===== src/sv/pcm_pkg.sv =====
// Shared types, constants and helpers for the partial core mask table builder.
`default_nettype none

package pcm_pkg;

  localparam int MASK_W       = 31;
  localparam int COUNT_W      = 4;
  localparam int INDEX_W      = 3;
  localparam int STACK_IDX_W  = 3;
  localparam int MISS_W       = 3;

  localparam int DEF_MAX_POINTS  = 8;
  localparam int DEF_STACK_COUNT = 6;

  localparam int CORES_PER_STACK = 4;
  localparam int BASE_STACKS     = 2;
  localparam int LOW_GROUP       = 3;
  localparam int HIGH_OFFSET     = 16;
  localparam logic [MASK_W-1:0] UNIT_MASK = MASK_W'(32'h1111);

  typedef struct packed {
    logic [MASK_W-1:0]  present_mask;
    logic [COUNT_W-1:0] opp_count;
  } in_item_t;

  typedef struct packed {
    logic               enabled;
    logic [INDEX_W-1:0] point_index;
    logic [MASK_W-1:0]  point_mask;
    logic [COUNT_W-1:0] points_left;
    logic               last;
  } out_item_t;

  typedef enum logic [1:0] {
    ST_IDLE,
    ST_COUNT,
    ST_CHECK,
    ST_SWEEP
  } state_t;

  // Core positions of one stack: three low stacks at bits 0..2, the rest from bit 16.
  function automatic logic [MASK_W-1:0] stack_cores(logic [STACK_IDX_W-1:0] s);
    logic [4:0] offset;
    offset = (s < STACK_IDX_W'(LOW_GROUP)) ? 5'(s) : 5'(s) + 5'(HIGH_OFFSET - LOW_GROUP);
    return UNIT_MASK << offset;
  endfunction

endpackage

`default_nettype wire


===== src/sv/partial_core_mask_table_builder.sv =====
// Top level: builds the per-point core mask table from a shader-present mask.
//
// Usage: drive in_item and raise start while busy is low; the item is taken on
// that clock edge and busy stays high until the run is over. Results come out
// on out_item, one per cycle in which out_valid is high, and the receiver has
// to take each of them in that cycle; it cannot stall the block.
// A run first counts the missing cores of one stack per cycle, through one
// shared counter, then makes the cut and the disable checks in the check state.
// A disabled run gives its single result, registered, from that state. Otherwise
// a sweep visits one (miss level, stack) pair per cycle, in the order of fewest
// missing cores and then stack index, and emits the mask of point i when the
// (i+2)th stack is taken. The sweep ends at the last point.
// Reset clears the sequencer and the result strobe; nothing else persists
// from one item to the next.
`default_nettype none

module partial_core_mask_table_builder #(
  parameter int MAX_POINTS  = pcm_pkg::DEF_MAX_POINTS,
  parameter int STACK_COUNT = pcm_pkg::DEF_STACK_COUNT
) (
  input  wire logic               clk,
  input  wire logic               rst_n,
  input  wire logic               start,
  output logic                    busy,
  input  wire pcm_pkg::in_item_t  in_item,
  output logic                    out_valid,
  output pcm_pkg::out_item_t      out_item
);
  import pcm_pkg::*;

  localparam int SW    = (STACK_COUNT > 1) ? $clog2(STACK_COUNT) : 1;
  localparam int TW    = $clog2(CORES_PER_STACK * STACK_COUNT + 1);
  localparam int CMPW  = ((TW > COUNT_W) ? TW : COUNT_W) + 1;
  localparam int MAX_MISS = CORES_PER_STACK;

  state_t              state_r, state_nxt;
  logic [MASK_W-1:0]   present_r, present_nxt;
  logic [COUNT_W-1:0]  cnt_r, cnt_nxt;
  logic [COUNT_W-1:0]  left_r, left_nxt;
  logic [SW-1:0]       s_r, s_nxt;
  logic [MISS_W-1:0]   lvl_r, lvl_nxt;
  logic [STACK_IDX_W-1:0] taken_r, taken_nxt;
  logic [TW-1:0]       total_r, total_nxt;
  logic [MISS_W-1:0]   miss_r [STACK_COUNT];
  logic                miss_we;
  logic [MISS_W-1:0]   miss_new;
  logic [MASK_W-1:0]   acc_r, acc_nxt;
  logic                out_valid_r, out_valid_nxt;
  out_item_t           out_item_r, out_item_nxt;

  // Shared unit: one stack's cores under the present mask.
  logic [MASK_W-1:0]   cur_cores;
  logic [MISS_W-1:0]   have;

  logic [COUNT_W-1:0]  in_cnt_sat;
  logic [TW-3:0]       cut;
  logic [COUNT_W-1:0]  left_calc;
  logic                disable_run;
  logic                stack_hit;
  logic [STACK_IDX_W-1:0] taken_inc;
  logic [INDEX_W-1:0]  pidx;
  logic                is_last;
  logic                s_wrap;

  assign busy      = (state_r != ST_IDLE);
  assign out_valid = out_valid_r;
  assign out_item  = out_item_r;

  assign cur_cores = present_r & stack_cores(STACK_IDX_W'(s_r));
  assign have      = MISS_W'($countones(cur_cores));
  assign miss_new  = MISS_W'(MAX_MISS) - have;

  assign in_cnt_sat = (in_item.opp_count > COUNT_W'(MAX_POINTS)) ?
                      COUNT_W'(MAX_POINTS) : in_item.opp_count;

  assign cut       = total_r[TW-1:2];
  assign left_calc = cnt_r - COUNT_W'(cut);
  assign disable_run = (CMPW'(cut) >= CMPW'(cnt_r)) ||
                       ((CMPW'(left_calc) + CMPW'(1)) > CMPW'(STACK_COUNT)) ||
                       (total_r == TW'(CORES_PER_STACK * STACK_COUNT));

  assign stack_hit = (miss_r[s_r] == lvl_r);
  assign taken_inc = taken_r + STACK_IDX_W'(1);
  assign pidx      = INDEX_W'(taken_inc - STACK_IDX_W'(BASE_STACKS));
  assign is_last   = ({1'b0, pidx} == (left_r - COUNT_W'(1)));
  assign s_wrap    = (s_r == SW'(STACK_COUNT - 1));

  always_ff @(posedge clk) begin
    if (!rst_n) begin
      state_r     <= ST_IDLE;
      out_valid_r <= 1'b0;
    end else begin
      state_r     <= state_nxt;
      out_valid_r <= out_valid_nxt;
    end
  end

  always_ff @(posedge clk) begin
    present_r  <= present_nxt;
    cnt_r      <= cnt_nxt;
    left_r     <= left_nxt;
    s_r        <= s_nxt;
    lvl_r      <= lvl_nxt;
    taken_r    <= taken_nxt;
    total_r    <= total_nxt;
    acc_r      <= acc_nxt;
    out_item_r <= out_item_nxt;
    if (miss_we) begin
      miss_r[s_r] <= miss_new;
    end
  end

  always_comb begin
    state_nxt     = state_r;
    present_nxt   = present_r;
    cnt_nxt       = cnt_r;
    left_nxt      = left_r;
    s_nxt         = s_r;
    lvl_nxt       = lvl_r;
    taken_nxt     = taken_r;
    total_nxt     = total_r;
    acc_nxt       = acc_r;
    miss_we       = 1'b0;
    out_valid_nxt = 1'b0;
    out_item_nxt  = out_item_r;

    case (state_r)
      ST_IDLE: begin
        if (start) begin
          present_nxt = in_item.present_mask;
          cnt_nxt     = in_cnt_sat;
          s_nxt       = '0;
          lvl_nxt     = '0;
          taken_nxt   = '0;
          total_nxt   = '0;
          acc_nxt     = '0;
          state_nxt   = ST_COUNT;
        end
      end

      ST_COUNT: begin
        miss_we   = 1'b1;
        total_nxt = total_r + TW'(miss_new);
        if (s_wrap) begin
          s_nxt     = '0;
          state_nxt = ST_CHECK;
        end else begin
          s_nxt = s_r + SW'(1);
        end
      end

      ST_CHECK: begin
        left_nxt = left_calc;
        if (disable_run) begin
          out_valid_nxt = 1'b1;
          out_item_nxt  = '{enabled: 1'b0, point_index: '0, point_mask: '0,
                            points_left: '0, last: 1'b1};
          state_nxt     = ST_IDLE;
        end else begin
          state_nxt = ST_SWEEP;
        end
      end

      ST_SWEEP: begin
        if (stack_hit) begin
          acc_nxt   = acc_r | cur_cores;
          taken_nxt = taken_inc;
          if (taken_inc >= STACK_IDX_W'(BASE_STACKS)) begin
            out_valid_nxt = 1'b1;
            out_item_nxt  = '{enabled: 1'b1, point_index: pidx,
                              point_mask: acc_r | cur_cores,
                              points_left: left_r, last: is_last};
            if (is_last) begin
              state_nxt = ST_IDLE;
            end
          end
        end
        if (s_wrap) begin
          s_nxt   = '0;
          lvl_nxt = lvl_r + MISS_W'(1);
          // The checks before the sweep guarantee the run ends first.
          if (lvl_r == MISS_W'(MAX_MISS)) begin
            state_nxt = ST_IDLE;
          end
        end else begin
          s_nxt = s_r + SW'(1);
        end
      end

      default: begin
        state_nxt = ST_IDLE;
      end
    endcase
  end

  // The final result of a run always leaves the block ready for the next item.
  a_last_frees: assert property (@(posedge clk) disable iff (!rst_n)
    out_valid && out_item.last |-> !busy)
    else $error("block still busy after the final result");

  a_disabled_shape: assert property (@(posedge clk) disable iff (!rst_n)
    out_valid && !out_item.enabled |->
      out_item.last && (out_item.point_mask == '0) && (out_item.points_left == '0))
    else $error("disabled result is malformed");

  a_enabled_mask: assert property (@(posedge clk) disable iff (!rst_n)
    out_valid && out_item.enabled |->
      (out_item.point_mask != '0) &&
      ({1'b0, out_item.point_index} < out_item.points_left))
    else $error("enabled result has an empty mask or a bad index");

  a_results_in_run: assert property (@(posedge clk) disable iff (!rst_n)
    out_valid && !out_item.last |-> busy)
    else $error("non-final result outside a run");

endmodule

`default_nettype wire


===== config.mk =====
export PLATFORM = sky130hd
export DESIGN_NAME = partial_core_mask_table_builder
export DESIGN_NICKNAME = d
export VERILOG_FILES = /design/src/sv/pcm_pkg.sv /design/src/sv/partial_core_mask_table_builder.sv
export SDC_FILE = /design/constraint.sdc
export NUM_CORES = 1
export LEC_CHECK = 0
export BUFFER_PORTS_ARGS = -buffer_cell sky130_fd_sc_hd__buf_2
export CAP_MARGIN = 20
export CORE_AREA = 2 2 155 157
export CTS_BUF_LIST = sky130_fd_sc_hd__clkbuf_8
export DETAILED_ROUTE_END_ITERATION = 10
export DIE_AREA = 0 0 157 159
export PLACE_DENSITY = 0.54
export SKIP_CTS_REPAIR_TIMING = 1
export SYNTH_ARGS = -nofsm -noshare
export SYNTH_HDL_FRONTEND = slang
export SYNTH_SLANG_ARGS = --single-unit
export TNS_END_PERCENT = 5

===== constraint.sdc =====
create_clock -name clk -period 12.77 [get_ports clk]
set_clock_uncertainty 0.15 [all_clocks]
set_input_delay 2.554 -clock clk [delete_from_list [all_inputs] [get_ports clk]]
set_output_delay 2.554 -clock clk [all_outputs]
set_load 0.02 [all_outputs]

**After elaboration in Yosys (flattened, before gate mapping)**

Memories as Yosys holds them, arrays and structs flattened. A register that Yosys moved wholly into a read port is not among the register bits.
Index checks and enable logic that the tools add are counted.

- Register bits after elaboration: 127
- Latch bits: 0
- RAM bits: 18
- ROM bits: 0
- Output and inout port bits: 42
- Memories kept: 1

Memory list:

| memory | words | bits a word | rd ports | clocked after memory_dff | wr ports | RTL line | source |
|---|---|---|---|---|---|---|---|
| miss_r | 6 | 3 | 1 | 1 | 1 | partial_core_mask_table_builder.sv:44 | `logic [MISS_W-1:0] miss_r [STACK_COUNT];` |

- Add/sub/neg operators: 40
- $mul: 0
- Divide/modulo/power cells: 0
- Magnitude comparators: 5
- Equality and inequality tests: 14
- Shift operators: 1
- Multiplexer cells: 34
- Bitwise logic cells: 2
- Reduce and logical (&&, ||, !) cells: 16

Operator list:

| kind | number |
|---|---|
| $mux W40 | 3 |
| $pmux W40 S2 | 1 |
| $mux W31 | 2 |
| $pmux W31 S2 | 1 |
| $and A31 B31 Y31 | 1 |
| $or A31 B31 Y31 | 1 |
| $shl A13 B5 Y31 const A | 1 |
| $add A1 B1 Y2 | 15 |
| $add A2 B2 Y3 | 7 |
| $add A3 B3 Y3 | 7 |
| $pmux W3 S2 | 3 |
| $mux W2 | 8 |
| $mux W3 | 5 |
| $ne A2 B2 Y1 const B | 6 |
| $mux W5 | 2 |
| $pmux W5 S2 | 1 |
| $reduce_bool A2 Y1 | 5 |
| $add A3 B1 Y3 const B | 3 |
| $pmux W2 S4 | 1 |
| $reduce_and A2 Y1 | 4 |
| $eq A3 B3 Y1 const B | 2 |
| $mux W1 | 6 |
| $reduce_and A3 Y1 | 2 |
| $add A3 B4 Y5 const B | 1 |
| other kinds (22) | 24 |

**Depth between registers and ports, before layout**

Gate-level depths: netlist (run 1).

- Depth in word-level cells: 12
- Mapped depth: 30

**Worst setup path before layout (run 1)**

Ideal clock, no wire load.

- Path type: register to register
- From: register s_r[1]
- To: register total_r[4] (data pin)
- Arrival time: 6.509 ns
- Data required time: 12.360 ns
- Setup slack: 5.851 ns
- Stages on the path, launching flop included: 29
- Path buffers: 2
- Cell sequence: edfxtp_1 > clkbuf_1 > inv_1 > ha_1 > clkbuf_1 > nand2_1 > o21ai_0 > nand2_1 > fa_1 > inv_1 > fa_1 > ha_1 > ha_1 > inv_1 > fa_1 > fa_1 > inv_1 > fa_1 > inv_1 > ha_1 > xnor2_1 > xnor2_1 > xnor2_1 > xnor2_1 > ha_1 > a21oi_1 > nor2_1 > xnor2_1 > nor2_1

- Word-level cells in the longest chain between the ends: 12

RTL lines:

| what | RTL line | source |
|---|---|---|
| from (decl) | partial_core_mask_table_builder.sv:40 | `logic [SW-1:0] s_r, s_nxt;` |
| from (signal assigned) | partial_core_mask_table_builder.sv:102 | `s_r <= s_nxt;` |
| $add A3 B4 Y5 or $lt A3 B2 Y1 (tied branches) | pcm_pkg.sv:44 | `offset = (s < STACK_IDX_W'(LOW_GROUP)) ? 5'(s) : 5'(s) + 5'(HIGH_OFFSET - LOW_GROUP);` |
| $mux W5 (*) | pcm_pkg.sv:44 |  |
| $shl A13 B5 Y31 (*) | pcm_pkg.sv:45 | `return UNIT_MASK << offset;` |
| $and A31 B31 Y31 (*) | partial_core_mask_table_builder.sv:69 | `assign cur_cores = present_r & stack_cores(STACK_IDX_W'(s_r));` |
| $add A1 B1 Y2 (not written as such) | partial_core_mask_table_builder.sv:70 | `assign have = MISS_W'($countones(cur_cores));` |
| $add A2 B2 Y3 (not written as such) or $add A2 B1 Y3 (tied branches) | partial_core_mask_table_builder.sv:70 |  |
| $add A3 B3 Y3 (not written as such) (2 in a row) | partial_core_mask_table_builder.sv:70 |  |
| $add A3 B3 Y3 (not written as such) (*) | partial_core_mask_table_builder.sv:70 |  |
| $sub A3 B3 Y3 (*) | partial_core_mask_table_builder.sv:71 | `assign miss_new = MISS_W'(MAX_MISS) - have;` |
| net miss_new[2] | partial_core_mask_table_builder.sv:46 | `logic [MISS_W-1:0] miss_new;` |
| $add A5 B3 Y5 (*) | partial_core_mask_table_builder.sv:143 | `total_nxt = total_r + TW'(miss_new);` |
| $pmux W5 S2 (*) | partial_core_mask_table_builder.sv:127 | `case (state_r)` |
| to (signal assigned) | partial_core_mask_table_builder.sv:105 | `total_r <= total_nxt;` |
| to (decl) | partial_core_mask_table_builder.sv:43 | `logic [TW-1:0] total_r, total_nxt;` |

The timed path passes the listed nets; every way through them passes the cells marked *.
A chain may end at the register's enable or synchronous reset.

**Worst setup path in the final report (run 1)**

- From: register s_r[0]
- To: register total_r[4] (data pin)

The elaborated chain is that of the path after synthesis.

==> results.py, run 1 <==
metrics = {
    "die": {
        "core_mm2": 0.0232,
        "rows": 56,
        "io_pins": 80,
        "dieHeight_um": 159,
        "die_area_mm2": 0.0250,
        "fp.dieW_um": 157,
        "initial_core_util": 0.296,
    },
    "sta": {
        "maxSlewHeadroom": 0.382,
        "drv_slew": 0,
        "grt_setup_unrepaired": "false",
        "setup_violations": 0,
        "fin_crit_sh": 0.599,
        "max_freq_ghz": 0.131,
        "worstMarginPinSlew_ns": 0.925,
        "hold_viol": 0,
        "fin_crit_ns": 7.65,
        "final.setup.tns_ns": 0,
    },
    "yosys": {
        "syn_area_per_cell_um2": 13.9,
        "ys_ff_latch": 148,
        "synthFlopType": "edfxtp_1",
        "synthAdderAreaFrac": 0.122,
        "yosysSeqAreaShare": 0.639,
        "synth-xor-area-share": 0.0370,
        "async_flop_share": 0,
        "yosysUniqueCellTypes": 41,
        "yosysWarnings": 0,
        "synth_top_family_by_area": "adder cells",
        "syn_inst": 495,
        "synth_nets": 589,
        "synthSimpleGateAreaFrac": 0.0965,
        "synth_area_mm2": 0.00686,
        "synth_mux_area_frac": 0.0182,
        "synth-edff-count": 142,
        "synth_compound_area_frac": 0.0544,
    },
    "route": {
        "ant_nets": 0,
        "wirelength_um": 14100,
        "vias": 3959,
        "wire_per_inst_um": 15.5,
        "drt_iter0_drc": 211,
        "drc": 0,
        "vias_per_cell": 4.34,
        "first_pass_iters": 4,
    },
    "status": {
        "status": "completed",
    },
    "global_route": {
        "grt_max_degree": 41,
        "overflow": 0,
        "antenna_found_initial": 0,
        "grt_use_total": 0.121,
        "grt_pass1_wl_um": 23000,
        "grt_pass1_vias": 4254,
    },
    "finish": {
        "final_nets": 675,
        "final_util": 0.347,
        "num-fill-cells": 2337,
        "seqCellArea_mm2": 0.00438,
        "insertedDiodeCount": 0,
        "layout-drive-gt1-share": 0.205,
        "area_delta_synth_final_pct": 17.5,
        "multi_input_area_mm2": 0.00225,
        "final_cell_mix": "edfxtp_1 (142), buf_2 (79), inv_1 (42), nor2_1 (40), ha_1 (38)",
        "final_common_cell": "edfxtp_1",
    },
    "cts": {
        "clk_pin_slew_ns": 0.08,
        "cts-buffers-inserted": 17,
        "cts-root-buf": "clkbuf_8",
        "clkLatencyLatePin_ns": 0.45,
        "cts_sinks": 148,
        "cts_buffer_depth": 2,
        "htree_levels": 4,
        "tritoncts": "done",
    },
    "worst_hold_path": {
        "hold_class": "flip-flop to flip-flop",
        "hold_depth": 1,
    },
    "critical_path": {
        "cp-end-kind": "flip-flop",
        "startpoint_type": "flip-flop",
        "crit_fanout": 15,
        "setup.worst_path.class": "flip-flop to flip-flop",
        "critPathRequiredTime_ns": 12.81,
        "cp.arrival_ns": 7.70,
        "r2r_cells": 27,
    },
    "placed_design": {
        "gp_congestion": 0.792,
        "hpwlAfterDp_um": 10300,
        "port_buffers": 79,
    },
    "job": {
        "max-cap-violations": 0,
    },
}
synthesized netlist by cell type (11+ instances only):
| library cell | instances | share of area |
|---|---|---|
| clkbuf_1 | 12 | 0.0066 |
| nand2_1 | 35 | 0.019 |
| fa_1 | 18 | 0.053 |
| nor2_1 | 40 | 0.022 |
| and2_1 | 15 | 0.014 |
| o21a_1 | 19 | 0.021 |
| and3_1 | 11 | 0.010 |
| a21oi_1 | 16 | 0.012 |
| inv_1 | 42 | 0.023 |
| xnor2_1 | 24 | 0.031 |
| edfxtp_1 | 142 | 0.62 |
| ha_1 | 38 | 0.069 |
worst max-delay path, stage by stage, from the launching register on:
cell and delay, ns:
edfxtp_1 0.59, ha_1 0.29, inv_1 0.05, ha_1 0.30
nand2_1 0.10, o21ai_0 0.61, nand2_1 0.18, fa_1 0.56
inv_1 0.05, fa_1 0.49, ha_1 0.20, ha_1 0.27
inv_1 0.05, fa_1 0.48, fa_1 0.54, inv_1 0.06
fa_1 0.53, inv_1 0.04, ha_1 0.20, xnor2_1 0.18
xnor2_1 0.15, xnor2_1 0.10, xnor2_1 0.44, ha_1 0.37
a21oi_1 0.16, nor2_1 0.07, xnor2_1 0.14, nor2_1 0.05
per-stage QoR:
stage	area (um2)	std cells	hold slack, ns	worst slack, ns
finish	8060	913	0.422	5.12
global placement	7610	880	0.400	5.29
global route	8060	913	0.440	4.62
floorplan	6860	495	0.378	5.85
detailed placement	7610	880	0.405	5.12
CTS	8040	912	0.426	5.10
logic make-up (layout without fill, tap and decap cells):
| group | count (synthesis) | after routing |
|---|---|---|
| AOI/OAI and AO/OA | 57 | 57 |
| xor gates and xnor gates | 29 | 29 |
| adders and majority gates | 56 | 56 |
| buffers and inverters | 57 | 156 |
| DFF | 148 | 148 |
| muxes | 11 | 11 |
| and+or+nand+nor | 137 | 137 |
routing by layer:
layer	track usage	vias to the layer above	share of wire
li1	-	1915	-
met1	0.149	1951	0.45
met2	0.209	80	0.51
met3	0.0302	13	0.030
met4	0.0338	0	0.0098
met5	0	-	0
registers in the layout, indices dropped and copies added (netlist names), named ones only:
| register | flops |
|---|---|
| out_item | 40 |
| acc_r | 31 |
| present_r | 31 |
| miss_r | 18 |
| total_r | 5 |
| cnt_r | 4 |
| left_r | 4 |
| lvl_r | 3 |
| s_r | 3 |
| taken_r | 3 |
| state_r | 2 |
| out_valid | 1 |
worst paths after layout:
| path | start | endpoint | slack [ns] |
|---|---|---|---|
| worst max-delay path | s_r[0] | total_r[4] | 5.12 |
| worst min-delay path | acc_r[28] | out_item[33] | 0.42 |
| worst max register to register | s_r[0] | total_r[4] | 5.12 |
| worst min register to register | acc_r[28] | out_item[33] | 0.42 |
layout make-up:
class / count / area share
repair buffers: 82 / 0.0534
flip-flops and latches: 148 / 0.544
inverters: 42 / 0.0196
clock buffers: 19 / 0.0324
clock inverters: 13 / 0.0213
well taps: 319 / 0.0495
multi-input cells: 290 / 0.280
Power of run 1 is left out: the tool's default activity adds up to more than one toggle a clock period on the data nets, which glitch-free logic cannot reach.
==> run 2: changes to the inputs <==
- PLACE_DENSITY: 0.54 -> 0.56
- clock period: 12.77 -> 6.5 ns (I/O delays scaled with it)
==> results.py, run 2 (same netlist as run 1, synthesis figures left out) <==
metrics = {
    "status": {
        "status": "finished with violations",
        "violations": "setup timing",
    },
    "global_route": {
        "grt_pass1_wl_um": 23800,
        "use_met2": 0.207,
        "grt_pass1_vias": 4493,
        "busiest_layer": "met2",
        "overflow": 0,
        "grtUsageMet3": 0.0275,
        "met1_usage": 0.157,
        "grt_max_degree": 41,
        "grt_use_total": 0.123,
        "antenna_found_initial": 0,
    },
    "route": {
        "vias": 4203,
        "ant_nets": 0,
        "first_pass_iters": 5,
        "wire_per_inst_um": 15.3,
        "wirelength_um": 14600,
        "drc": 0,
        "drt_iter0_drc": 241,
        "vias_per_cell": 4.39,
    },
    "critical_path": {
        "max_stage_delay_ns": 0.57,
        "crit_fanout": 4,
        "crit_start": "s_r[0]",
        "setup.worst_path.class": "flip-flop to flip-flop",
        "r2r_cells": 26,
        "cp.arrival_ns": 6.62,
        "r2r-end": "total_r[3]",
        "critPathRequiredTime_ns": 6.56,
        "worstReg2RegStart": "s_r[0]",
        "cp-end-kind": "flip-flop",
        "reg2reg_setup_slack_ns": -0.06,
        "slowest_stage": "fa_1",
        "startpoint_type": "flip-flop",
        "cpMostUsedCell": "fa_1",
    },
    "sta": {
        "timing.hold.ws_ns": 0.411,
        "maxSlewHeadroom": 0.315,
        "hold_viol": 0,
        "fin_crit_sh": 1.01,
        "drv_slew": 0,
        "max_freq_ghz": 0.152,
        "setup_slack_ns": -0.0618,
        "grt_setup_unrepaired": "true",
        "worstMarginPinSlew_ns": 1.03,
        "setup_violations": 3,
        "fin_crit_ns": 6.56,
        "final.setup.tns_ns": -0.112,
    },
    "worst_hold_path": {
        "hold_end": "out_item[33]",
        "min_from": "acc_r[28]",
        "hold_depth": 1,
        "hold_class": "flip-flop to flip-flop",
    },
    "finish": {
        "final_cells": 957,
        "seqCellArea_mm2": 0.00438,
        "final_nets": 719,
        "multi_input_area_mm2": 0.00251,
        "num-fill-cells": 2257,
        "final_cell_mix": "edfxtp_1 (142), buf_2 (79), buf_4 (40), nor2_1 (37), inv_1 (34)",
        "area_delta_synth_final_pct": 26.5,
        "final_common_cell": "edfxtp_1",
        "layout-drive-gt1-share": 0.334,
        "insertedDiodeCount": 0,
        "largest_reg_flops": 40,
    },
    "job": {
        "max-cap-violations": 0,
    },
    "cts": {
        "cts-root-buf": "clkbuf_8",
        "cts_buffer_depth": 2,
        "clk_pin_slew_ns": 0.09,
        "cts-buffers-inserted": 17,
        "htree_levels": 4,
        "clkLatencyLatePin_ns": 0.46,
        "tritoncts": "done",
        "cts_sinks": 148,
    },
    "die": {
        "initial_core_util": 0.296,
        "io_pins": 80,
        "dieHeight_um": 159,
        "core_mm2": 0.0232,
        "fp.dieW_um": 157,
        "die_area_mm2": 0.0250,
        "rows": 56,
    },
    "placed_design": {
        "gp_congestion": 0.820,
        "place_inst": 920,
        "port_buffers": 79,
        "hpwlAfterDp_um": 10600,
    },
}
-- run 2: cell types whose count changed in the layout (fill, tap and decap cells not counted), moves of 4 or more --
cell | previous run | this run
and2_1 | 15 | 10
and2_4 | 0 | 5
buf_4 | 2 | 40
buf_6 | 0 | 7
clkinvlp_4 | 4 | 0
ha_1 | 38 | 28
ha_4 | 0 | 7
inv_1 | 42 | 34
inv_2 | 0 | 8
inv_8 | 1 | 5
xnor2_1 | 24 | 20
xnor2_2 | 0 | 4
-- run 2: layer usage --
metal / up-vias / share of wire
met5: - / 0
met4: 0 / 0.023
met3: 27 / 0.035
met2: 97 / 0.50
met1: 2068 / 0.44
li1: 2011 / -
-- run 2: worst max path at each step --
stage                  to  depth (start not counted)  slack, ns
2_1_floorplan  total_r[4]                         29      0.005
3_3_place_gp   total_r[4]                         26      -0.17
3_5_place_dp   total_r[4]                         26      -0.31
4_1_cts        total_r[4]                         26      -0.32
5_1_grt        total_r[3]                         26      -0.31
6_report       total_r[3]                         26      -0.06
-- run 2: cell type report --
type,count,area share
clock inverter,15,0.0248
tap,319,0.0460
timing repair buffer,126,0.0893
inverter,42,0.0182
multi-input combinational,290,0.289
clock buffer,17,0.0270
sequential,148,0.505
-- run 2: through the flow --
step                instance area, um2  setup WS (ns)   util
finish                            8670        -0.0618  0.374
global route                      8670         -0.312  0.374
CTS                               8430         -0.324  0.364
detailed placement                7980         -0.307  0.344
global placement                  7980         -0.169  0.344
floorplan                         6960        0.00450      -
-- run 2: worst max-delay path, delay by kind of cell, from the launching register on --
family                   cells  cell delay, ns
buffers and inverters        6            0.40
adder cells (fa/ha/maj)     11            3.94
AO/OA/AOI/OAI                1            0.13
flip-flops                   1            0.43
XOR/XNOR                     5            0.81
AND/OR/NAND/NOR              3            0.42
Power of run 2 is left out for the same reason.
==> run 3: changes to the inputs <==
- CORE_AREA: 2 2 155 157 -> 2 2 142 171
- CTS_CLUSTER_DIAMETER: not set -> 50
- DIE_AREA: 0 0 157 159 -> 0 0 144 173
- GPL_TIMING_DRIVEN: not set -> 0
==> results.py, run 3 (same netlist as run 1, synthesis figures left out) <==
metrics = {
    "sta": {
        "fin_crit_sh": 1.02,
        "setup_violations": 2,
        "hold_viol": 0,
        "setup_slack_ns": -0.121,
        "max_freq_ghz": 0.151,
        "drv_slew": 0,
        "maxSlewHeadroom": 0.365,
        "worstMarginPinSlew_ns": 0.952,
        "grt_setup_unrepaired": "true",
        "fin_crit_ns": 6.62,
    },
    "cts": {
        "tritoncts": "done",
        "htree_levels": 4,
        "clk_pin_slew_ns": 0.09,
        "cts_buffer_depth": 2,
        "cts_sinks": 148,
        "clkLatencyLatePin_ns": 0.47,
        "cts-buffers-inserted": 17,
        "cts-root-buf": "clkbuf_8",
    },
    "critical_path": {
        "r2r-end": "total_r[4]",
        "cp-end-kind": "flip-flop",
        "reg2reg_setup_slack_ns": -0.12,
        "r2r_cells": 28,
        "setup.worst_path.class": "flip-flop to flip-flop",
        "crit_buf_inv": 7,
        "critPathRequiredTime_ns": 6.57,
        "cp.arrival_ns": 6.69,
        "max_stage_delay_ns": 0.55,
        "startpoint_type": "flip-flop",
        "cpMostUsedCell": "fa_1",
        "slowest_stage": "fa_2",
        "worstReg2RegStart": "s_r[0]",
        "path_delay_family": "adder cells",
        "crit_fanout": 5,
    },
    "die": {
        "die_area_mm2": 0.0249,
        "core_mm2": 0.0231,
        "io_pins": 80,
        "dieHeight_um": 173,
        "initial_core_util": 0.296,
        "rows": 61,
        "fp.dieW_um": 144,
    },
    "placed_design": {
        "port_buffers": 79,
        "gp_congestion": 0.809,
        "hpwlAfterDp_um": 11000,
    },
    "global_route": {
        "busiest_layer": "met2",
        "met1_usage": 0.145,
        "antenna_found_initial": 0,
        "overflow": 0,
        "grt_pass1_vias": 4361,
        "grt_use_total": 0.125,
        "grt_pass1_wl_um": 23500,
        "grt_max_degree": 37,
        "use_met2": 0.218,
        "grtUsageMet3": 0.0246,
    },
    "finish": {
        "multi_input_area_mm2": 0.00249,
        "final_nets": 706,
        "largest_reg_flops": 40,
        "area_delta_synth_final_pct": 24.7,
        "layout-drive-gt1-share": 0.310,
        "final_common_cell": "edfxtp_1",
        "seqCellArea_mm2": 0.00438,
        "num-fill-cells": 2219,
        "final_util": 0.370,
        "final_cell_mix": "edfxtp_1 (142), buf_2 (81), nor2_1 (35), nand2_1 (33), ha_1 (30)",
        "insertedDiodeCount": 0,
    },
    "job": {
        "max-cap-violations": 0,
    },
    "worst_hold_path": {
        "hold_end": "acc_r[15]",
        "min_from": "acc_r[15]",
        "hold_class": "flip-flop to flip-flop",
        "hold_depth": 1,
    },
    "route": {
        "vias_per_cell": 4.42,
        "first_pass_iters": 4,
        "vias": 4156,
        "drt_iter0_drc": 239,
        "ant_nets": 0,
        "wirelength_um": 15100,
        "wire_per_inst_um": 16.1,
        "drc": 0,
    },
    "status": {
        "violations": "setup timing",
        "status": "finished with violations",
    },
}
run 3: cell types whose count changed in the layout (fill, tap and decap cells not counted), moves of 3 or more:
cell / before / now
buf_8: 0 / 3
clkbuf_1: 0 / 7
inv_2: 8 / 13
buf_4: 40 / 14
inv_1: 34 / 28
buf_12: 0 / 3
buf_6: 7 / 2
inv_6: 3 / 6
run 3: how the worst max path moves through the flow:
stage	start	to	slack (ns)	cells past startpoint
after floorplan	s_r[1]	total_r[4]	0.005	29
after global placement	s_r[0]	total_r[4]	-0.70	29
after detailed placement	s_r[0]	total_r[4]	-0.85	29
after CTS	s_r[0]	total_r[4]	-0.90	29
after global routing	s_r[0]	total_r[4]	-0.43	31
final	s_r[0]	total_r[4]	-0.12	28
run 3: area by class of cell:
cell class                 instances  area share
sequential                       148       0.513
multi-input combinational        290       0.292
timing repair buffer              98      0.0698
tap                              315      0.0461
clock buffer                      17      0.0274
clock inverter                    15      0.0214
inverter                          42      0.0187
buffer                            15      0.0119
run 3: routing by layer:
layer	up-vias	part of all wire
li1	1985	-
met1	2067	0.41
met2	79	0.53
met3	25	0.030
met4	0	0.028
met5	-	0
run 3: worst register-to-register path: cells and delay by family (launching register included):
kind	cells	cell delay [ns]
AND/OR/NAND/NOR	4	0.23
buffers and inverters	7	0.67
AO/OA/AOI/OAI	2	0.35
XOR/XNOR	5	0.82
adder cells (fa/ha/maj)	10	3.66
flip-flops	1	0.49
run 3: metrics by stage:
stage / worst slack [ns] / instance area (um2) / TNS [ns] / std cells / hold slack, ns
floorplan: 0.00450 / 6960 / 0 / 495 / 0.378
global placement: -0.703 / 7740 / -1.83 / 889 / 0.406
detailed placement: -0.853 / 7800 / -2.73 / 891 / 0.400
CTS: -0.900 / 8210 / -3.26 / 923 / 0.431
global route: -0.429 / 8550 / -0.992 / 940 / 0.441
finish: -0.121 / 8550 / -0.194 / 940 / 0.422
Power of run 3 is left out for the same reason.
